--- src/hdl/descent_phase_sequencer_defines.svh ---
// Assertion macros for the descent phase sequencer.
`ifndef DESCENT_PHASE_SEQUENCER_DEFINES_SVH
`define DESCENT_PHASE_SEQUENCER_DEFINES_SVH

// same-cycle implication
`define DPS_ASSERT_IMPL(lbl, clk, rst, ante, cons, msg) \
   lbl: assert property (@(posedge clk) disable iff (rst) (ante) |-> (cons)) \
      else $error(msg);

// next-cycle implication
`define DPS_ASSERT_NEXT(lbl, clk, rst, ante, cons, msg) \
   lbl: assert property (@(posedge clk) disable iff (rst) (ante) |=> (cons)) \
      else $error(msg);

`endif

--- src/hdl/dps_pkg.sv ---
`timescale 1ns / 1ps
// ----------------------------------------------------------------------------
// dps_pkg
// Shared codes and controller/datapath interface types.
// ----------------------------------------------------------------------------
package dps_pkg;

   localparam int ALT_W   = 20;
   localparam int THR_W   = 19;
   localparam int MS_W    = 32;
   localparam int PHASE_W = 3;
   localparam int ACT_W   = 2;
   localparam int CSR_IDX_W = 3;
   localparam int CSR_DAT_W = 32;

   localparam logic [ACT_W-1:0] ACT_SAMPLE  = 2'd0;
   localparam logic [ACT_W-1:0] ACT_RESTART = 2'd1;
   localparam logic [ACT_W-1:0] ACT_FORCE   = 2'd2;

   localparam logic [PHASE_W-1:0] PH_PRELAUNCH = 3'd0;
   localparam logic [PHASE_W-1:0] PH_ASCENT    = 3'd1;
   localparam logic [PHASE_W-1:0] PH_APOGEE    = 3'd2;
   localparam logic [PHASE_W-1:0] PH_CHUTE     = 3'd3;
   localparam logic [PHASE_W-1:0] PH_PAYLOAD   = 3'd4;
   localparam logic [PHASE_W-1:0] PH_LANDED    = 3'd5;

   localparam logic [CSR_IDX_W-1:0] CSR_LAUNCH_ALT  = 3'd0;
   localparam logic [CSR_IDX_W-1:0] CSR_APOGEE_ALT  = 3'd1;
   localparam logic [CSR_IDX_W-1:0] CSR_APOGEE_DROP = 3'd2;
   localparam logic [CSR_IDX_W-1:0] CSR_CHUTE_ALT   = 3'd3;
   localparam logic [CSR_IDX_W-1:0] CSR_RELEASE_ALT = 3'd4;
   localparam logic [CSR_IDX_W-1:0] CSR_LAND_ALT    = 3'd5;
   localparam logic [CSR_IDX_W-1:0] CSR_CAMERA_MS   = 3'd6;

   localparam logic [THR_W-1:0]        RST_LAUNCH_ALT  = 19'd2000;
   localparam logic [THR_W-1:0]        RST_APOGEE_ALT  = 19'd67000;
   localparam logic [THR_W-1:0]        RST_APOGEE_DROP = 19'd2000;
   localparam logic signed [ALT_W-1:0] RST_CHUTE_ALT   = 20'sd41000;
   localparam logic signed [ALT_W-1:0] RST_RELEASE_ALT = 20'sd31000;
   localparam logic signed [ALT_W-1:0] RST_LAND_ALT    = 20'sd500;
   localparam logic [MS_W-1:0]         RST_CAMERA_MS   = 32'd20000;
   localparam logic signed [ALT_W-1:0] ALT_MIN         = 20'sh80000;

   typedef struct packed {
      logic load;
      logic scan;
      logic commit;
   } dps_cmd_type;

   typedef struct packed {
      logic is_eval;
      logic scan_last;
      logic out_free;
   } dps_stat_type;

endpackage

--- src/hdl/dps_ctrl.sv ---
`timescale 1ns / 1ps
// ----------------------------------------------------------------------------
// dps_ctrl
// Sequencer: accept, window scan, commit of one word at a time.
// ----------------------------------------------------------------------------
module dps_ctrl (
   input  logic                  clock,
   input  logic                  reset,
   input  logic                  req_valid,
   output logic                  req_ready,
   input  dps_pkg::dps_stat_type stat,
   output dps_pkg::dps_cmd_type  cmd
);
   import dps_pkg::*;

   typedef enum logic [4:0] {
      ST_IDLE   = 5'b00001,
      ST_PREP   = 5'b00010,
      ST_SCAN   = 5'b00100,
      ST_DRAIN  = 5'b01000,
      ST_COMMIT = 5'b10000
   } state_type;

   state_type state_ff, state_in;

   assign req_ready  = (state_ff == ST_IDLE);
   assign cmd.load   = req_ready && req_valid;
   assign cmd.scan   = (state_ff == ST_SCAN);
   assign cmd.commit = (state_ff == ST_COMMIT) && stat.out_free;

   always_comb begin
      state_in = state_ff;
      unique case (state_ff)
         ST_IDLE: begin
            if (req_valid) state_in = ST_PREP;
         end
         ST_PREP: begin
            state_in = stat.is_eval ? ST_SCAN : ST_COMMIT;
         end
         ST_SCAN: begin
            if (stat.scan_last) state_in = ST_DRAIN;
         end
         ST_DRAIN: begin
            state_in = ST_COMMIT;
         end
         ST_COMMIT: begin
            if (stat.out_free) state_in = ST_IDLE;
         end
         default: begin
            state_in = ST_IDLE;
         end
      endcase
   end

   always_ff @(posedge clock) begin
      if (reset) begin
         state_ff <= ST_IDLE;
      end else begin
         state_ff <= state_in;
      end
   end

endmodule

--- src/hdl/dps_datapath.sv ---
`timescale 1ns / 1ps
// ----------------------------------------------------------------------------
// dps_datapath
// Sample window, closest-to-mean search, phase state and result register.
// ----------------------------------------------------------------------------
module dps_datapath #(
   parameter int WINDOW = 5
) (
   input  logic                                  clock,
   input  logic                                  reset,
   input  dps_pkg::dps_cmd_type                  cmd,
   output dps_pkg::dps_stat_type                 stat,
   input  logic [dps_pkg::ACT_W-1:0]             req_action,
   input  logic signed [dps_pkg::ALT_W-1:0]      req_altitude_cm,
   input  logic [dps_pkg::MS_W-1:0]              req_now_ms,
   input  logic [dps_pkg::PHASE_W-1:0]           req_forced_phase,
   input  logic                                  csr_we,
   input  logic [dps_pkg::CSR_IDX_W-1:0]         csr_index,
   input  logic [dps_pkg::CSR_DAT_W-1:0]         csr_wdata,
   output logic                                  rsp_valid,
   input  logic                                  rsp_ready,
   output logic [dps_pkg::PHASE_W-1:0]           rsp_phase,
   output logic                                  rsp_evaluated,
   output logic signed [dps_pkg::ALT_W-1:0]      rsp_chosen_cm,
   output logic signed [dps_pkg::ALT_W-1:0]      rsp_peak_cm,
   output logic                                  rsp_deploy_chute,
   output logic                                  rsp_release_payload,
   output logic                                  rsp_toggle_camera,
   output logic                                  rsp_payload_off,
   output logic                                  rsp_stop_telemetry,
   output logic                                  rsp_buzz
);
   import dps_pkg::*;

   localparam int TW = ALT_W + $clog2(WINDOW);
   localparam int DW = TW + 2;
   localparam int CW = $clog2(WINDOW + 1);
   localparam int AW = $clog2(WINDOW);
   localparam logic signed [DW-1:0] WIN_S = DW'(WINDOW);
   localparam logic [CW-1:0]        WIN_C = CW'(WINDOW);
   localparam logic [AW-1:0]        LAST_A = AW'(WINDOW - 1);

   // latched word
   logic [ACT_W-1:0]        act_ff;
   logic signed [ALT_W-1:0] alt_ff;
   logic [MS_W-1:0]         now_ff;
   logic [PHASE_W-1:0]      fph_ff;

   // settings
   logic [THR_W-1:0]        launch_ff, apogee_ff, drop_ff;
   logic signed [ALT_W-1:0] chute_ff, release_ff, land_ff;
   logic [MS_W-1:0]         cam_ms_ff;

   // flight state
   logic signed [ALT_W-1:0] mem_ff [WINDOW];
   logic [CW-1:0]           count_ff, count_in;
   logic signed [TW-1:0]    total_ff, total_in;
   logic signed [ALT_W-1:0] peak_ff, peak_in;
   logic [PHASE_W-1:0]      phase_ff, phase_in;
   logic                    cam_run_ff, cam_run_in;
   logic [MS_W-1:0]         rel_time_ff, rel_time_in;
   logic                    land_rep_ff, land_rep_in;

   // search
   logic [AW-1:0]           ptr_ff;
   logic signed [ALT_W-1:0] rd_data_ff;
   logic                    rd_vld_ff, rd_first_ff;
   logic signed [ALT_W-1:0] best_ff;
   logic [DW-1:0]           best_d_ff;
   logic signed [DW-1:0]    dev;
   logic [DW-1:0]           abs_dev;
   logic                    take;

   // result
   logic                    rsp_valid_ff;
   logic [PHASE_W-1:0]      rsp_phase_ff;
   logic                    rsp_eval_ff;
   logic signed [ALT_W-1:0] rsp_chosen_ff, rsp_peak_ff;
   logic                    rsp_chute_ff, rsp_rel_ff, rsp_cam_ff;
   logic                    rsp_poff_ff, rsp_stopt_ff, rsp_buzz_ff;

   // commit logic
   logic                    is_sample, win_full;
   logic                    wr_en;
   logic [AW-1:0]           wr_addr;
   logic signed [ALT_W-1:0] chosen;
   logic                    eval_w, chute_w, rel_w, cam_w, poff_w, stopt_w, buzz_w;
   logic signed [ALT_W:0]   c21;
   logic signed [ALT_W+1:0] drop_diff;
   logic [MS_W-1:0]         elapsed;

   assign is_sample = (act_ff == ACT_SAMPLE);
   assign win_full  = (count_ff >= WIN_C);

   assign stat.is_eval   = is_sample && win_full;
   assign stat.scan_last = (ptr_ff == LAST_A);
   assign stat.out_free  = !rsp_valid_ff || rsp_ready;

   // |WINDOW*x - total|
   assign dev     = DW'(rd_data_ff) * WIN_S - DW'(total_ff);
   assign abs_dev = dev[DW-1] ? DW'(-dev) : DW'(dev);
   assign take    = rd_first_ff || (abs_dev < best_d_ff);

   assign chosen    = best_ff;
   assign c21       = (ALT_W+1)'(chosen);
   assign drop_diff = (ALT_W+2)'(peak_in) - (ALT_W+2)'(chosen);
   assign elapsed   = now_ff - rel_time_ff;

   always_comb begin
      count_in    = count_ff;
      total_in    = total_ff;
      peak_in     = peak_ff;
      phase_in    = phase_ff;
      cam_run_in  = cam_run_ff;
      rel_time_in = rel_time_ff;
      land_rep_in = land_rep_ff;
      wr_en       = 1'b0;
      wr_addr     = count_ff[AW-1:0];
      eval_w      = 1'b0;
      chute_w     = 1'b0;
      rel_w       = 1'b0;
      cam_w       = 1'b0;
      poff_w      = 1'b0;
      stopt_w     = 1'b0;
      buzz_w      = 1'b0;
      unique case (act_ff)
         ACT_RESTART: begin
            phase_in   = PH_PRELAUNCH;
            cam_run_in = 1'b0;
         end
         ACT_FORCE: begin
            if (fph_ff <= PH_LANDED) phase_in = fph_ff;
         end
         ACT_SAMPLE: begin
            if (alt_ff >= peak_ff) peak_in = alt_ff;
            wr_en = 1'b1;
            if (win_full) begin
               eval_w   = 1'b1;
               wr_addr  = '0;
               count_in = CW'(1);
               total_in = TW'(alt_ff);
               unique case (phase_ff)
                  PH_PRELAUNCH: begin
                     if (c21 > $signed({2'b00, launch_ff})) phase_in = PH_ASCENT;
                  end
                  PH_ASCENT: begin
                     if (c21 >= $signed({2'b00, apogee_ff}) ||
                         drop_diff >= $signed({3'b000, drop_ff}))
                        phase_in = PH_APOGEE;
                  end
                  PH_APOGEE: begin
                     if (chosen <= chute_ff) begin
                        phase_in = PH_CHUTE;
                        chute_w  = 1'b1;
                     end
                  end
                  PH_CHUTE: begin
                     if (chosen <= release_ff) begin
                        phase_in    = PH_PAYLOAD;
                        rel_w       = 1'b1;
                        cam_w       = 1'b1;
                        rel_time_in = now_ff;
                        cam_run_in  = 1'b1;
                     end
                  end
                  PH_PAYLOAD: begin
                     if (cam_run_ff && (elapsed > cam_ms_ff)) begin
                        cam_w      = 1'b1;
                        cam_run_in = 1'b0;
                     end
                     if (chosen <= land_ff) begin
                        phase_in    = PH_LANDED;
                        poff_w      = 1'b1;
                        land_rep_in = 1'b0;
                     end
                  end
                  PH_LANDED: begin
                     if (!land_rep_ff) begin
                        stopt_w     = 1'b1;
                        land_rep_in = 1'b1;
                     end
                     buzz_w = 1'b1;
                  end
                  default: begin
                     phase_in = phase_ff;
                  end
               endcase
            end else begin
               count_in = count_ff + CW'(1);
               total_in = total_ff + TW'(alt_ff);
            end
         end
         default: begin
            phase_in = phase_ff;
         end
      endcase
   end

   // word capture and window store
   always_ff @(posedge clock) begin
      if (cmd.load) begin
         act_ff <= req_action;
         alt_ff <= req_altitude_cm;
         now_ff <= req_now_ms;
         fph_ff <= req_forced_phase;
      end
      if (cmd.commit && wr_en) begin
         mem_ff[wr_addr] <= alt_ff;
      end
      if (cmd.scan) begin
         rd_data_ff  <= mem_ff[ptr_ff];
         rd_first_ff <= (ptr_ff == '0);
      end
      if (rd_vld_ff && take) begin
         best_ff   <= rd_data_ff;
         best_d_ff <= abs_dev;
      end
      if (cmd.commit) begin
         rsp_phase_ff  <= phase_in;
         rsp_eval_ff   <= eval_w;
         rsp_chosen_ff <= eval_w ? chosen : '0;
         rsp_peak_ff   <= peak_in;
         rsp_chute_ff  <= chute_w;
         rsp_rel_ff    <= rel_w;
         rsp_cam_ff    <= cam_w;
         rsp_poff_ff   <= poff_w;
         rsp_stopt_ff  <= stopt_w;
         rsp_buzz_ff   <= buzz_w;
      end
   end

   // control and flight state
   always_ff @(posedge clock) begin
      if (reset) begin
         launch_ff    <= RST_LAUNCH_ALT;
         apogee_ff    <= RST_APOGEE_ALT;
         drop_ff      <= RST_APOGEE_DROP;
         chute_ff     <= RST_CHUTE_ALT;
         release_ff   <= RST_RELEASE_ALT;
         land_ff      <= RST_LAND_ALT;
         cam_ms_ff    <= RST_CAMERA_MS;
         count_ff     <= '0;
         total_ff     <= '0;
         peak_ff      <= ALT_MIN;
         phase_ff     <= PH_PRELAUNCH;
         cam_run_ff   <= 1'b0;
         rel_time_ff  <= '0;
         land_rep_ff  <= 1'b0;
         ptr_ff       <= '0;
         rd_vld_ff    <= 1'b0;
         rsp_valid_ff <= 1'b0;
      end else begin
         if (csr_we) begin
            unique case (csr_index)
               CSR_LAUNCH_ALT:  launch_ff  <= csr_wdata[THR_W-1:0];
               CSR_APOGEE_ALT:  apogee_ff  <= csr_wdata[THR_W-1:0];
               CSR_APOGEE_DROP: drop_ff    <= csr_wdata[THR_W-1:0];
               CSR_CHUTE_ALT:   chute_ff   <= csr_wdata[ALT_W-1:0];
               CSR_RELEASE_ALT: release_ff <= csr_wdata[ALT_W-1:0];
               CSR_LAND_ALT:    land_ff    <= csr_wdata[ALT_W-1:0];
               CSR_CAMERA_MS:   cam_ms_ff  <= csr_wdata;
               default: begin
               end
            endcase
         end
         rd_vld_ff <= cmd.scan;
         if (cmd.load) begin
            ptr_ff <= '0;
         end else if (cmd.scan) begin
            ptr_ff <= ptr_ff + AW'(1);
         end
         if (cmd.commit) begin
            count_ff    <= count_in;
            total_ff    <= total_in;
            peak_ff     <= peak_in;
            phase_ff    <= phase_in;
            cam_run_ff  <= cam_run_in;
            rel_time_ff <= rel_time_in;
            land_rep_ff <= land_rep_in;
         end
         if (cmd.commit) begin
            rsp_valid_ff <= 1'b1;
         end else if (rsp_ready) begin
            rsp_valid_ff <= 1'b0;
         end
      end
   end

   assign rsp_valid           = rsp_valid_ff;
   assign rsp_phase           = rsp_phase_ff;
   assign rsp_evaluated       = rsp_eval_ff;
   assign rsp_chosen_cm       = rsp_chosen_ff;
   assign rsp_peak_cm         = rsp_peak_ff;
   assign rsp_deploy_chute    = rsp_chute_ff;
   assign rsp_release_payload = rsp_rel_ff;
   assign rsp_toggle_camera   = rsp_cam_ff;
   assign rsp_payload_off     = rsp_poff_ff;
   assign rsp_stop_telemetry  = rsp_stopt_ff;
   assign rsp_buzz            = rsp_buzz_ff;

endmodule

--- src/hdl/descent_phase_sequencer.sv ---
`timescale 1ns / 1ps
`include "descent_phase_sequencer_defines.svh"
// ----------------------------------------------------------------------------
// descent_phase_sequencer
// Altitude window filter and flight phase sequencer.
//
//   channel   direction  handshake            content
//   req_      in         req_valid/req_ready  action, altitude, time, phase
//   rsp_      out        rsp_valid/rsp_ready  phase, chosen, peak, pulses
//   csr_      in         csr_we               register index and data
//
// A word that triggers a window decision passes PREP, SCAN, DRAIN and COMMIT
// from accept to result: the search reads one stored sample per cycle from the window
// memory. Commands and filling samples pass PREP and COMMIT.
// One word is in flight at a time; the next is taken while the result waits.
// A stalled result holds the commit step. Synchronous reset, no clearing pass.
// ----------------------------------------------------------------------------
module descent_phase_sequencer #(
   parameter int WINDOW = 5
) (
   input  logic                              clock,
   input  logic                              reset,
   input  logic                              req_valid,
   output logic                              req_ready,
   input  logic [dps_pkg::ACT_W-1:0]         req_action,
   input  logic signed [dps_pkg::ALT_W-1:0]  req_altitude_cm,
   input  logic [dps_pkg::MS_W-1:0]          req_now_ms,
   input  logic [dps_pkg::PHASE_W-1:0]       req_forced_phase,
   input  logic                              csr_we,
   input  logic [dps_pkg::CSR_IDX_W-1:0]     csr_index,
   input  logic [dps_pkg::CSR_DAT_W-1:0]     csr_wdata,
   output logic                              rsp_valid,
   input  logic                              rsp_ready,
   output logic [dps_pkg::PHASE_W-1:0]       rsp_phase,
   output logic                              rsp_evaluated,
   output logic signed [dps_pkg::ALT_W-1:0]  rsp_chosen_cm,
   output logic signed [dps_pkg::ALT_W-1:0]  rsp_peak_cm,
   output logic                              rsp_deploy_chute,
   output logic                              rsp_release_payload,
   output logic                              rsp_toggle_camera,
   output logic                              rsp_payload_off,
   output logic                              rsp_stop_telemetry,
   output logic                              rsp_buzz
);
   import dps_pkg::*;

   dps_cmd_type  cmd;
   dps_stat_type stat;

   dps_ctrl u_ctrl (
      .clock     (clock),
      .reset     (reset),
      .req_valid (req_valid),
      .req_ready (req_ready),
      .stat      (stat),
      .cmd       (cmd)
   );

   dps_datapath #(
      .WINDOW (WINDOW)
   ) u_datapath (
      .clock               (clock),
      .reset               (reset),
      .cmd                 (cmd),
      .stat                (stat),
      .req_action          (req_action),
      .req_altitude_cm     (req_altitude_cm),
      .req_now_ms          (req_now_ms),
      .req_forced_phase    (req_forced_phase),
      .csr_we              (csr_we),
      .csr_index           (csr_index),
      .csr_wdata           (csr_wdata),
      .rsp_valid           (rsp_valid),
      .rsp_ready           (rsp_ready),
      .rsp_phase           (rsp_phase),
      .rsp_evaluated       (rsp_evaluated),
      .rsp_chosen_cm       (rsp_chosen_cm),
      .rsp_peak_cm         (rsp_peak_cm),
      .rsp_deploy_chute    (rsp_deploy_chute),
      .rsp_release_payload (rsp_release_payload),
      .rsp_toggle_camera   (rsp_toggle_camera),
      .rsp_payload_off     (rsp_payload_off),
      .rsp_stop_telemetry  (rsp_stop_telemetry),
      .rsp_buzz            (rsp_buzz)
   );

   `DPS_ASSERT_IMPL(a_chosen_idle, clock, reset, rsp_valid && !rsp_evaluated, rsp_chosen_cm == '0, "chosen set without decision")
   `DPS_ASSERT_NEXT(a_one_in_flight, clock, reset, req_valid && req_ready, !req_ready, "second word taken while busy")
   `DPS_ASSERT_IMPL(a_landed_pulses, clock, reset, rsp_valid && (rsp_buzz || rsp_stop_telemetry), rsp_phase == PH_LANDED, "landed pulse outside landed phase")
   `DPS_ASSERT_IMPL(a_pulse_needs_eval, clock, reset, rsp_valid && (rsp_deploy_chute || rsp_release_payload || rsp_toggle_camera || rsp_payload_off), rsp_evaluated, "action pulse without decision")

endmodule
--- config.mk ---
export PLATFORM = sky130hd
export DESIGN_NAME = descent_phase_sequencer
export DESIGN_NICKNAME = d
export VERILOG_FILES = /design/src/hdl/dps_pkg.sv /design/src/hdl/dps_ctrl.sv /design/src/hdl/dps_datapath.sv /design/src/hdl/descent_phase_sequencer.sv
export VERILOG_INCLUDE_DIRS = /design/src /design/src/hdl
export SDC_FILE = /design/constraint.sdc
export NUM_CORES = 1
export LEC_CHECK = 0
export BUFFER_PORTS_ARGS = -buffer_cell sky130_fd_sc_hd__clkbuf_2
export CORE_MARGIN = 3
export CORE_UTILIZATION = 40
export CTS_CLUSTER_SIZE = 12
export DETAILED_ROUTE_END_ITERATION = 10
export PLACE_DENSITY_LB_ADDON = 0.12
export SYNTH_ARGS = -nofsm -noshare
export SYNTH_HDL_FRONTEND = slang
export SYNTH_SLANG_ARGS = --single-unit
--- constraint.sdc ---
create_clock -name clock -period 10.04 [get_ports clock]
set_clock_uncertainty 0.2 [all_clocks]
set_input_delay 1.004 -clock clock [delete_from_list [all_inputs] [get_ports clock]]
set_output_delay 1.004 -clock clock [all_outputs]
set_load 0.01 [all_outputs]
# Yosys cells after proc, flatten, opt, wreduce, memory -nomap -nowiden
# Memories as Yosys holds them, arrays and structs flattened. A register that Yosys moved wholly into a read port is not among the register bits.
# Index checks and enable logic that the tools add are counted.
# totals
ff_bits	395
ramBits	100
input_bits	97
output_inout_bits	52
elab_cells	159
mem_count	1
# op_classes
n_addsub	7
n_mul	1
order_cmp	11
eq_ne	27
n_mux	42
reduce_logical	35
# mem_list
name	words	width	rd	rd_clocked_by_memory_dff	wr	line_no	source
u_datapath.mem_ff	5	20	1	1	1	dps_datapath.sv:55	logic signed [ALT_W-1:0] mem_ff [WINDOW];
# op_table
cell	n
$le 20x20->1	3
$ge 20x20->1	2
$mux 20	2
$gt 32x32->1	1
$sub 32x32->32	1
$mux 3	10
$lt 25x25->1	1
$mux 25	1
$neg 25->25	1
$pmux 5 s5	1
$sub 24x23->25	1
$mul 20x4->24 const B	1
$add 23x20->23	1
$mux 23	1
$ge 22x20->1	1
$sub 20x20->21	1
$gt 20x20->1	1
$mux 5	4
$eq 3x3->1 const B	6
$reduce_and 2->1	9
$mux 1	17
$pmux 3 s5	1
$reduce_and 3->1	5
$eq 3x2->1 const B	4
other kinds (25)	47

# Logic depth before layout (Yosys ltp)
# Gate-level depths: netlist of the first run.
# depth
word_depth	10
depth_mapped	33
depth_no_buf	32

# Modules after synthesis
# Synthesis of the first run repeated with hierarchy kept, for this count alone.
# unflattened
cells_unflattened	3180
hier_area_um2	30294.1
# modules_own_cells
module	n_inst	cells_each	area_per_inst_um2	seq_area_each_um2
dps_datapath	1	3142	29931.2	12942.4
dps_ctrl	1	38	362.8	100.1

# Worst setup path after synthesis of the first run
# OpenSTA, ideal clock, no wires.
# synth_path
path_type	reg-to-reg
startpoint	register u_datapath.rd_data_ff[13], read port of u_datapath.mem_ff
endpoint	register u_datapath.best_d_ff[0], enable pin
setup_ns	0.408
t_arrival_ns	6.489
required_time_ns	9.432
slack_ns	2.943
path_stages_with_launch	28
n_path_buf	2
period_less_slack_ns	7.097
cell_sequence	edfxtp_1 -> ha_1 -> ha_1 -> inv_1 -> fa_1 -> inv_1 -> ha_1 -> buf_6 -> a211oi_2 -> nand2_1 -> a221o_1 -> or3_1 -> o211a_1 -> o21ai_1 -> a21oi_1 -> xnor2_1 -> buf_2 -> nor2_1 -> xor2_1 -> ha_1 -> a21o_1 -> a21o_1 -> a21oi_1 -> o211ai_1 -> a211o_1 -> o221ai_1 -> a21o_1 -> o311a_1
# synth_between
word_cells_on_any_way	7
classes_between	add/sub: 2; mul: 1; order compare: 1; mux: 1; reduce/logical: 2
# synth_lines
element	line_no	source
start, declared	dps_datapath.sv:66	logic signed [ALT_W-1:0] rd_data_ff;
$mul 20x4->24	dps_datapath.sv:100	assign dev = DW'(rd_data_ff) * WIN_S - DW'(total_ff);
$sub 24x23->25	dps_datapath.sv:100	
$mux 25	dps_datapath.sv:101	assign abs_dev = dev[DW-1] ? DW'(-dev) : DW'(dev);
via u_datapath.abs_dev[10]	dps_datapath.sv:71	logic [DW-1:0] abs_dev;
$lt 25x25->1	dps_datapath.sv:102	assign take = rd_first_ff || (abs_dev < best_d_ff);
$logic_or 1x1->1	dps_datapath.sv:102	
$logic_and 1x1->1	dps_datapath.sv:214	if (rd_vld_ff && take) begin
end signal, assigned	dps_datapath.sv:216	best_d_ff <= abs_dev;
end, declared	dps_datapath.sv:69	logic [DW-1:0] best_d_ff;
# The timed path passes the listed nets, and every way through them passes these cells.
# A chain may end at the register's enable or synchronous reset.

# Worst setup path in the final report of the first run
# layout_path
startpoint	register u_datapath.alt_ff[19]
endpoint	register u_datapath.rsp_phase_ff[1], in the netlist u_datapath.rsp_phase[1] (data pin)
# layout_between
elab_chain_len	10
# layout_rtl
element	line_no	source
start, declared	dps_datapath.sv:45	logic signed [ALT_W-1:0] alt_ff;
start signal, assigned	dps_datapath.sv:203	alt_ff <= req_altitude_cm;
$ge 20x20->1	dps_datapath.sv:135	if (alt_ff >= peak_ff) peak_in = alt_ff;
$mux 20	dps_datapath.sv:135	
$mux 20	dps_datapath.sv:126	unique case (act_ff)
via u_datapath.peak_in[1]	dps_datapath.sv:58	logic signed [ALT_W-1:0] peak_ff, peak_in;
$sub 20x20->21	dps_datapath.sv:106	assign drop_diff = (ALT_W+2)'(peak_in) - (ALT_W+2)'(chosen);
$ge 22x20->1	dps_datapath.sv:148	drop_diff >= $signed({3'b000, drop_ff}))
$logic_or 1x1->1	dps_datapath.sv:147	if (c21 >= $signed({2'b00, apogee_ff}) ||
$mux 3	dps_datapath.sv:147	
$pmux 3 s5	dps_datapath.sv:142	unique case (phase_ff)
$mux 3	dps_datapath.sv:137	if (win_full) begin
$pmux 3 s3	dps_datapath.sv:126	
via u_datapath.phase_in[1]	dps_datapath.sv:59	logic [PHASE_W-1:0] phase_ff, phase_in;
end signal, assigned	dps_datapath.sv:219	rsp_phase_ff <= phase_in;
end, declared	dps_datapath.sv:76	logic [PHASE_W-1:0] rsp_phase_ff;
# The timed path passes the listed nets, and every way through them passes these cells.

==> results.py, run 1 <==
metrics = {
    "synth": {
        "postSynth.asyncResetShare_pct": 0,
        "netlist_area_sq_um": 29900,
        "synth_edf_count": 273,
        "synth_cells": 3067,
        "syn_nets": 3530,
        "yosysUniqueCellTypes": 85,
        "ys_warn_count": 0,
        "synth_seq_area_share_pct": 43.6,
        "synthFlopType": "edfxtp_1",
        "syn_avg_cell_area_sq_um": 9.76,
        "ys_ff_latch": 515,
        "synthTopCellsByArea": "edfxtp_1 27%, dfxtp_1 16%, ha_1 14%, inv_1 5.0%, a21oi_1 4.6%",
        "synth_top_area_share_pct": 27.4,
        "synth_top_area_cell": "edfxtp_1",
    },
    "floorplan": {
        "rows": 99,
        "dieArea_sq_um": 78100,
        "die_w_um": 279,
        "pin_count": 149,
        "core_sq_um": 73600,
        "die_y_um": 279,
        "initial_core_util_pct": 40.7,
    },
    "placement": {
        "portBuffers": 148,
        "hpwl_um": 63900,
        "gp_routability_congestion": 0.897,
        "dp_slack_ns": 2.41,
    },
    "clock_network": {
        "clk_latency_ns": 0.65,
        "root_buffer": "clkbuf_16",
        "clk_path_buf_depth": 3,
        "post_cts_resized": 0,
        "cts_hold_buffers": 0,
        "post_cts_buffers": 0,
        "cts_made_buffers": 58,
        "cts_tree": "done",
        "cts.sinks": 515,
        "path_clk_slew_ns": 0.06,
        "h-tree-depth": 2,
    },
    "global_route": {
        "grt_start_max_net_pins": 70,
        "grt_pass1_vias": 22100,
        "grt_pass1_wl_um": 131000,
        "grt_overflow_total": 0,
        "grt_antenna_before_repair": 6,
        "grt_usage_pct": 21.9,
    },
    "sta": {
        "fin_setup_tns_ns": 0,
        "relSlewSlack_pct": 20.5,
        "worstMarginPinSlew_ns": 1.19,
        "period_share_pct": 76.4,
        "worst_slack_ns": 2.37,
        "max_freq_ghz": 0.130,
        "hold_violations": 0,
        "slew_viol_final": 0,
        "rsz0062_at_grt": "false",
        "min_period_ns": 7.67,
        "final-setup-viol-count": 0,
    },
    "layout": {
        "drive_above_1_share_pct": 11.5,
        "fin_nets": 3677,
        "mostFrequentLayoutCell": "inv_1",
        "syn2layout_area_growth_pct": 12.9,
        "layout_common_cells": "400 x inv_1, 368 x nand2_1, 340 x ha_1",
    },
    "critical_path": {
        "crit_path_end_kind": "register",
        "slowest_stage": "edfxtp_1",
        "max_stage_delay_ns": 0.61,
        "worstSetupStartpointType": "register",
        "cp.arrival_ns": 7.86,
        "cpMostUsedCell": "o21ai_0",
        "r2r_start": "u_datapath.alt_ff[19]$_DFFE_PP_",
        "r2r_setup_slack_ns": 2.37,
        "reg2reg_depth": 30,
        "critical_path_required_ns": 10.22,
        "reg2reg_to": "u_datapath.rsp_phase[1]$_DFFE_PP_",
        "crit_path_max_fanout": 26,
        "worst-setup-path-type": "register to register",
    },
    "min_path": {
        "min_to": "u_datapath.launch_ff[5]$_SDFFE_PP0P_",
        "holdPathStages": 2,
        "min_from": "u_datapath.launch_ff[5]$_SDFFE_PP0P_",
        "hp-class": "register to register",
    },
    "flow_run": {
        "drv_cap": 0,
    },
    "detailed_routing": {
        "firstDrtPassIters": 6,
        "routed_wl_um": 86400,
        "drc": 0,
        "drtAntennaViolNets": 0,
        "avgRoutedWirePerCell_um": 20.4,
        "first_iter_violations": 1805,
        "vias": 22400,
        "routed_via_density": 5.31,
    },
    "power_and_ir_drop": {
        "p_per_area_nw_per_um2": 146,
        "p_leak_nw": 13.4,
        "ir_worst_vdd_mv": 0.133,
    },
    "outcome": {
        "outcome": "finished clean",
    },
}
synth_stat cells, types with 20 or more instances:
cell type	n
nand3_1	28
nor2b_1	44
a21o_1	64
mux4_2	20
xnor2_1	77
nor2_1	175
nand4_1	38
o21a_1	37
nor3_1	29
a211oi_1	33
clkbuf_1	74
edfxtp_1	273
xor2_1	26
inv_1	400
o211ai_1	56
mux2_2	40
a21oi_1	276
ha_1	340
dfxtp_1	242
nand2_1	368
nand2b_1	36
mux2i_1	39
fa_1	26
o21ai_0	96
metrics by stage:
step	instance area, sq um	hold slack (ns)	power [mW]	std cells	utilization (%)
2_1_floorplan	29900	0.236	2.62	3067	-
3_3_place_gp	31800	0.242	2.76	4113	43.2
3_5_place_dp	31800	0.246	2.77	4113	43.2
4_1_cts	33800	0.255	5.00	4223	45.9
5_1_grt	33800	0.271	5.15	4223	45.9
6_report	33800	0.254	4.95	4224	45.9
worst max-delay path, delay by kind of cell (launching register included):
kind,cells,cell delay [ns]
and+or+nand+nor,10,1.46
buffers and inverters,1,0.10
xor gates and xnor gates,1,0.14
AOI/OAI and AO/OA,15,3.89
adders and majority gates,3,1.02
DFF,1,0.61
per-layer routing:
| metal | GRT usage [%] | vias to the layer above | share of wire [%] |
|---|---|---|---|
| met5 | 0 | - | 0 |
| met4 | 5.98 | 0 | 2.5 |
| met3 | 3.62 | 121 | 6.4 |
| met2 | 33.8 | 573 | 43 |
| met1 | 32.0 | 10700 | 48 |
| li1 | - | 11000 | - |
flip-flops by register name, summed over array words and instances (netlist names), 3 cells and up:
name / cells
u_datapath.total_ff: 23
u_datapath.now_ff: 32
u_datapath.ptr_ff: 3
u_ctrl.state_ff: 5
u_datapath.launch_ff: 19
u_datapath.release_ff: 20
u_datapath.rd_data_ff: 20
u_datapath.apogee_ff: 19
u_datapath.rsp_peak_cm: 20
u_datapath.peak_ff: 20
u_datapath.alt_ff: 20
u_datapath.phase_ff: 3
u_datapath.cam_ms_ff: 32
u_datapath.land_ff: 20
u_datapath.rsp_chosen_cm: 20
u_datapath.count_ff: 3
u_datapath.rsp_phase: 3
u_datapath.fph_ff: 3
u_datapath.best_ff: 20
u_datapath.best_d_ff: 25
u_datapath.chute_ff: 20
u_datapath.drop_ff: 19
u_datapath.mem_ff: 100
u_datapath.rel_time_ff: 32
kinds of logic (layout without fill, tap and decap cells):
group,Yosys count,after routing,synth area share [%]
and+or+nand+nor,796,796,12.1
muxes,99,99,4.32
DFF,515,515,43.6
other,0,1,0
adders and majority gates,366,366,16.0
buffers and inverters,495,692,6.33
AOI/OAI and AO/OA,693,693,14.6
xor gates and xnor gates,103,103,3.02
layout make-up:
cell class                 count  area, sq um
antenna                        1         2.50
sequential                   515        13000
fill                        6955        39800
inverter                     402         1510
clock inverter                20          287
clock buffer                  90         1700
multi-input combinational   2057        15000
tap                          959         1200
timing repair buffer         180          987
how the worst max path moves through the flow:
stage                                        startpoint                                 to  slack [ns]  depth (start not counted)
global route            u_datapath.alt_ff[19]$_DFFE_PP_  u_datapath.rsp_phase[1]$_DFFE_PP_        1.67                         30
global placement        u_datapath.alt_ff[19]$_DFFE_PP_  u_datapath.rsp_phase[1]$_DFFE_PP_        2.62                         30
CTS                     u_datapath.alt_ff[19]$_DFFE_PP_  u_datapath.rsp_phase[1]$_DFFE_PP_        2.35                         30
finish                  u_datapath.alt_ff[19]$_DFFE_PP_  u_datapath.rsp_phase[1]$_DFFE_PP_        2.37                         30
floorplan           u_datapath.rd_data_ff[13]$_DFFE_PP_  u_datapath.best_d_ff[0]$_DFFE_PP_        2.94                         27
detailed placement      u_datapath.alt_ff[19]$_DFFE_PP_  u_datapath.rsp_phase[1]$_DFFE_PP_        2.41                         30
report_power, final:
part           leakage, nW  internal, mW  switching (mW)
Sequential            4.40          2.26          0.0379
Clock                0.957          1.32           0.898
Combinational         8.08         0.173           0.262
Note: power is estimated with default switching activity, not from simulation.
==> run 2, diff against run 1 <==
==> constraint.sdc (replaced) <==
create_clock -name clock -period 6.25 [get_ports clock]
set_clock_uncertainty 0.2 [all_clocks]
set_input_delay 0.625 -clock clock [delete_from_list [all_inputs] [get_ports clock]]
set_output_delay 0.625 -clock clock [all_outputs]
set_load 0.01 [all_outputs]
==> results.py, run 2 (same netlist as run 1, synthesis figures left out) <==
metrics = {
    "floorplan": {
        "die_y_um": 279,
        "core_sq_um": 73600,
        "initial_core_util_pct": 40.7,
        "dieArea_sq_um": 78100,
        "rows": 99,
        "pin_count": 149,
        "die_w_um": 279,
    },
    "global_route": {
        "grt_start_max_net_pins": 104,
        "grt_antenna_before_repair": 3,
        "grt_pass1_wl_um": 136000,
        "grt_usage_pct": 22.5,
        "grt_overflow_total": 0,
        "grt_pass1_vias": 23400,
    },
    "critical_path": {
        "cp.depth": 30,
        "worstSetupStartpointType": "register",
        "reg2reg_depth": 30,
        "r2r_start": "u_datapath.alt_ff[17]$_DFFE_PP_",
        "crit_path_end_kind": "register",
        "reg2reg_to": "u_datapath.rsp_phase[1]$_DFFE_PP_",
        "r2r_setup_slack_ns": -0.32,
        "worst-setup-path-type": "register to register",
        "cp_top_family": "compound AO/OA/AOI/OAI gates",
        "crit_path_max_fanout": 6,
        "critical_path_required_ns": 6.41,
        "cp.arrival_ns": 6.73,
        "slowest_stage": "edfxtp_1",
        "max_stage_delay_ns": 0.44,
        "cp_num_buf_inv": 5,
    },
    "layout": {
        "final_area_sq_um": 36700,
        "drive_above_1_share_pct": 19.0,
        "fin_nets": 3968,
        "multi_input_area_sq_um": 15500,
        "final_util_pct": 49.8,
        "register_area_sq_um": 13000,
        "n_antenna_cell": 0,
        "syn2layout_area_growth_pct": 22.5,
        "layout_common_cells": "397 x inv_1, 367 x nand2_1, 328 x ha_1",
        "final_cells": 4513,
        "top_register": "u_datapath.mem_ff",
        "largest_reg_flops": 100,
        "fill_cells": 6789,
        "mostFrequentLayoutCell": "inv_1",
    },
    "detailed_routing": {
        "routed_wl_um": 89200,
        "drc": 0,
        "vias": 23800,
        "first_iter_violations": 1607,
        "routed_via_density": 5.28,
        "firstDrtPassIters": 5,
        "avgRoutedWirePerCell_um": 19.8,
        "drtAntennaViolNets": 0,
    },
    "placement": {
        "placed_area_sq_um": 33100,
        "hpwl_um": 65200,
        "portBuffers": 148,
        "placed_cells": 4286,
        "gp_routability_congestion": 0.871,
    },
    "clock_network": {
        "path_clk_slew_ns": 0.06,
        "root_buffer": "clkbuf_16",
        "h-tree-depth": 2,
        "clk_path_buf_depth": 3,
        "cts.sinks": 515,
        "cts_tree": "done",
        "clk_latency_ns": 0.63,
        "cts_made_buffers": 57,
    },
    "min_path": {
        "min_from": "req_altitude_cm[9]",
        "holdPathStages": 1,
        "min_to": "u_datapath.alt_ff[9]$_DFFE_PP_",
        "hp-class": "primary input to register",
    },
    "sta": {
        "min_period_ns": 6.57,
        "hold_violations": 0,
        "period_share_pct": 105,
        "rsz0062_at_grt": "true",
        "worst_slack_ns": -0.321,
        "final-setup-viol-count": 49,
        "fin_setup_tns_ns": -3.73,
        "relSlewSlack_pct": 17.0,
        "slew_viol_final": 0,
        "worstMarginPinSlew_ns": 1.25,
        "max_freq_ghz": 0.152,
    },
    "outcome": {
        "violations": "negative setup slack",
        "outcome": "complete, but fails checks",
    },
    "power_and_ir_drop": {
        "p_sw_share_pct": 24.6,
        "p_switching_mw": 1.94,
        "p_seq_share_pct": 46.4,
        "p_per_area_nw_per_um2": 215,
        "power_mw": 7.89,
        "power_frac_clock_pct": 42.4,
        "ir_worst_vdd_mv": 0.194,
        "p_leak_nw": 14.9,
        "p_int_mw": 5.95,
        "comb_power_share_pct": 11.2,
    },
    "flow_run": {
        "drv_cap": 0,
    },
}
==> run 2: cell count changes in the layout (fill, tap and decap cells not counted), sizes merged <==
cell	before	now
buf	33	261
dlygate4sd3	0	60
clkinv	9	13
bufinv	6	3
clkbuf	237	239
clkinvlp	4	2
diode	1	0
inv	403	404
==> run 2: how the worst max path moves through the flow <==
stage                                   startpoint                                end  slack [ns]
6_report           u_datapath.alt_ff[17]$_DFFE_PP_  u_datapath.rsp_phase[1]$_DFFE_PP_       -0.32
5_1_grt            u_datapath.alt_ff[17]$_DFFE_PP_  u_datapath.rsp_phase[1]$_DFFE_PP_       -0.52
4_1_cts            u_datapath.alt_ff[19]$_DFFE_PP_  u_datapath.rsp_phase[1]$_DFFE_PP_       -0.06
3_5_place_dp       u_datapath.alt_ff[18]$_DFFE_PP_  u_datapath.rsp_phase[1]$_DFFE_PP_       -0.52
3_3_place_gp       u_datapath.alt_ff[18]$_DFFE_PP_  u_datapath.rsp_phase[1]$_DFFE_PP_       -0.33
2_1_floorplan  u_datapath.rd_data_ff[12]$_DFFE_PP_  u_datapath.best_d_ff[0]$_DFFE_PP_      0.0008
==> run 2: cell type report <==
type | instances | share of cell area, %
clock inverters | 20 | 0.573
flip-flops and latches | 515 | 35.6
repair buffers | 472 | 9.61
well taps | 959 | 3.27
multi-input cells | 2057 | 42.3
clock buffers | 88 | 4.51
inverters | 402 | 4.12
==> run 2: power by group through the flow <==
stage	sequential [mW]	combinational, mW	clock, mW
floorplan	3.73	0.476	0
global placement	3.73	0.770	0
detailed placement	3.73	0.788	0
CTS	3.66	0.858	3.42
global route	3.66	0.985	3.56
finish	3.66	0.886	3.34
==> run 2: per-layer routing <==
| metal | track usage [%] | vias up | part of all wire [%] |
|---|---|---|---|
| met4 | 7.42 | 2 | 3.3 |
| met5 | 0 | - | 0.015 |
| met1 | 31.8 | 11400 | 47 |
| met2 | 34.9 | 631 | 44 |
| met3 | 4.09 | 147 | 6.3 |
| li1 | - | 11600 | - |
==> run 2: worst reg2reg max path: cells and delay by family (launching register included) <==
kind                       cells  cell delay [ns]
AOI/OAI and AO/OA             15             2.87
and+or+nand+nor                5             0.87
adders and majority gates      3             0.82
buffers and inverters          5             0.65
DFF                            1             0.44
muxes                          1             0.31
xor gates and xnor gates       1             0.15
==> run 2: what timing repair did <==
item | CTS | global route
gates resized for setup | 52 | 64
pin swaps | 37 | 77
setup endpoints to repair | 49 | 49
hold endpoints to repair | 60 | 0
hold buffers | 60 | 0
setup buffers | 41 | 15
cloned | 1 | 5
==> run 2: metrics by stage <==
stage | hold WS (ns) | setup slack (ns)
finish | 0.0204 | -0.321
global route | 0.00308 | -0.523
CTS | 0.00214 | -0.0641
detailed placement | 0.247 | -0.524
global placement | 0.242 | -0.326
floorplan | 0.236 | 0.000795
==> run 3, diff against run 2 <==
--- a/config.mk
+++ b/config.mk
@@ -7,11 +7,13 @@
 export NUM_CORES = 1
 export LEC_CHECK = 0
 export BUFFER_PORTS_ARGS = -buffer_cell sky130_fd_sc_hd__clkbuf_2
+export CAP_MARGIN = 20
 export CORE_MARGIN = 3
 export CORE_UTILIZATION = 40
 export CTS_CLUSTER_SIZE = 12
 export DETAILED_ROUTE_END_ITERATION = 10
 export PLACE_DENSITY_LB_ADDON = 0.12
+export RECOVER_POWER = 100
 export SYNTH_ARGS = -nofsm -noshare
 export SYNTH_HDL_FRONTEND = slang
 export SYNTH_SLANG_ARGS = --single-unit
==> results.py, run 3 (same netlist as run 1, synthesis figures left out) <==
metrics = {
    "outcome": {
        "outcome": "complete, but fails checks",
        "violations": "negative setup slack",
    },
    "critical_path": {
        "cp_top_family": "compound AO/OA/AOI/OAI gates",
        "cpMostUsedCell": "buf_4",
        "max_stage_delay_ns": 0.48,
        "reg2reg_depth": 33,
        "slowest_stage": "a2111oi_2",
        "r2r_start": "u_datapath.alt_ff[17]$_DFFE_PP_",
        "endpoint": "u_datapath.rsp_phase[1]$_DFFE_PP_",
        "crit_path_end_kind": "register",
        "r2r_setup_slack_ns": -0.26,
        "crit_start": "u_datapath.alt_ff[17]$_DFFE_PP_",
        "worstSetupStartpointType": "register",
        "cp.arrival_ns": 6.68,
        "reg2reg_to": "u_datapath.rsp_phase[1]$_DFFE_PP_",
        "cp_num_buf_inv": 10,
        "critical_path_required_ns": 6.42,
        "cp.depth": 33,
        "worst-setup-path-type": "register to register",
        "crit_path_max_fanout": 4,
    },
    "sta": {
        "slew_viol_final": 0,
        "rsz0062_at_grt": "true",
        "worst_slack_ns": -0.259,
        "worst_hold_slack_ns": 0.0483,
        "final-setup-viol-count": 48,
        "relSlewSlack_pct": 30.5,
        "fin_setup_tns_ns": -4.40,
        "period_share_pct": 104,
        "hold_violations": 0,
        "worstMarginPinSlew_ns": 1.04,
        "min_period_ns": 6.51,
        "max_freq_ghz": 0.154,
    },
    "power_and_ir_drop": {
        "p_int_mw": 5.94,
        "p_switching_mw": 1.94,
        "power_frac_clock_pct": 42.7,
        "comb_power_share_pct": 10.9,
        "p_sw_share_pct": 24.7,
        "p_seq_share_pct": 46.4,
        "p_leak_nw": 14.7,
        "p_per_area_nw_per_um2": 216,
        "power_mw": 7.88,
        "ir_worst_vdd_mv": 0.232,
    },
    "min_path": {
        "hp-class": "primary input to register",
        "holdPathStages": 3,
    },
    "detailed_routing": {
        "avgRoutedWirePerCell_um": 19.8,
        "routed_wl_um": 89100,
        "drtAntennaViolNets": 0,
        "vias": 23700,
        "firstDrtPassIters": 5,
        "routed_via_density": 5.26,
        "first_iter_violations": 1727,
        "drc": 0,
    },
    "placement": {
        "placed_cells": 4289,
        "dp_slack_ns": -0.517,
        "gp_routability_congestion": 0.871,
        "portBuffers": 148,
        "hpwl_um": 65300,
        "placed_area_sq_um": 33200,
    },
    "floorplan": {
        "initial_core_util_pct": 40.7,
        "rows": 99,
        "dieArea_sq_um": 78100,
        "core_sq_um": 73600,
        "pin_count": 149,
        "die_y_um": 279,
        "die_w_um": 279,
    },
    "global_route": {
        "grt_usage_pct": 22.5,
        "grt_start_max_net_pins": 104,
        "grt_overflow_total": 0,
        "grt_antenna_before_repair": 2,
        "grt_pass1_vias": 23300,
        "grt_pass1_wl_um": 136000,
    },
    "layout": {
        "final_util_pct": 49.6,
        "final_cells": 4506,
        "layout_common_cells": "398 x inv_1, 366 x nand2_1, 330 x ha_1",
        "register_area_sq_um": 13000,
        "n_antenna_cell": 0,
        "fill_cells": 6887,
        "final_area_sq_um": 36500,
        "fin_nets": 3961,
        "syn2layout_area_growth_pct": 21.9,
        "top_register": "u_datapath.mem_ff",
        "drive_above_1_share_pct": 17.2,
        "multi_input_area_sq_um": 15400,
        "mostFrequentLayoutCell": "inv_1",
        "largest_reg_flops": 100,
    },
    "clock_network": {
        "cts_made_buffers": 57,
        "cts.sinks": 515,
        "cts_tree": "done",
        "clk_latency_ns": 0.62,
        "h-tree-depth": 2,
        "path_clk_slew_ns": 0.06,
        "root_buffer": "clkbuf_16",
        "clk_path_buf_depth": 3,
    },
    "flow_run": {
        "drv_cap": 0,
    },
}
run 3: changes by cell type in the layout (fill, tap and decap cells not counted), moves of 3 or more:
cell / previous run / this run
buf_16: 2 / 7
clkinv_2: 8 / 12
clkbuf_1: 21 / 71
clkinv_1: 3 / 7
clkbuf_8: 9 / 6
buf_4: 246 / 200
clkbuf_2: 147 / 125
run 3: worst min-delay path: stages:
cell      delay [ns]
clkbuf_2        0.08
nand2_1         0.06
a21oi_1         0.06
run 3: routing by layer:
metal	part of all wire, %	track usage [%]	wire length [um]
met2	44	35.6	39500
met5	0.012	0	11
met1	48	32.8	42700
met4	2.5	5.76	2220
met3	5.3	2.75	4720
run 3: final cells by class:
cell class,count,area share (%)
repair buffers,465,9.32
clock buffers,81,4.50
well taps,959,3.29
multi-input cells,2057,42.3
clock inverters,27,0.652
inverters,402,4.14
flip-flops and latches,515,35.8
run 3: how the worst min path moves through the flow:
stage	start	to	slack, ns
final	csr_wdata[26]	u_datapath.cam_ms_ff[26]$_SDFFE_PP0P_	0.05
after floorplan	u_datapath.apogee_ff[11]$_SDFFE_PP0P_	u_datapath.apogee_ff[11]$_SDFFE_PP0P_	0.24
after detailed placement	u_datapath.chute_ff[2]$_SDFFE_PP0P_	u_datapath.chute_ff[2]$_SDFFE_PP0P_	0.25
after global placement	u_datapath.land_ff[16]$_SDFFE_PP0P_	u_datapath.land_ff[16]$_SDFFE_PP0P_	0.24
after CTS	req_altitude_cm[8]	u_datapath.alt_ff[8]$_DFFE_PP_	0.002
after global routing	csr_wdata[26]	u_datapath.cam_ms_ff[26]$_SDFFE_PP0P_	0.04
run 3: repair_timing:
action / in CTS / in global routing
hold buffers: 60 / 0
resized for setup: 39 / 58
endpoints found under the setup margin: 49 / 49
hold endpoints to repair: 60 / 0
gates cloned: 2 / 4
pin swaps: 24 / 58
buffers inserted: 27 / 16
run 3: power groups by stage:
stage          Clock [mW]  Combinational [mW]  Sequential, mW
2_1_floorplan           0               0.476            3.73
3_3_place_gp            0               0.770            3.73
3_5_place_dp            0               0.788            3.73
4_1_cts              3.44               0.842            3.66
5_1_grt              3.58               0.959            3.66
6_report             3.37               0.860            3.66
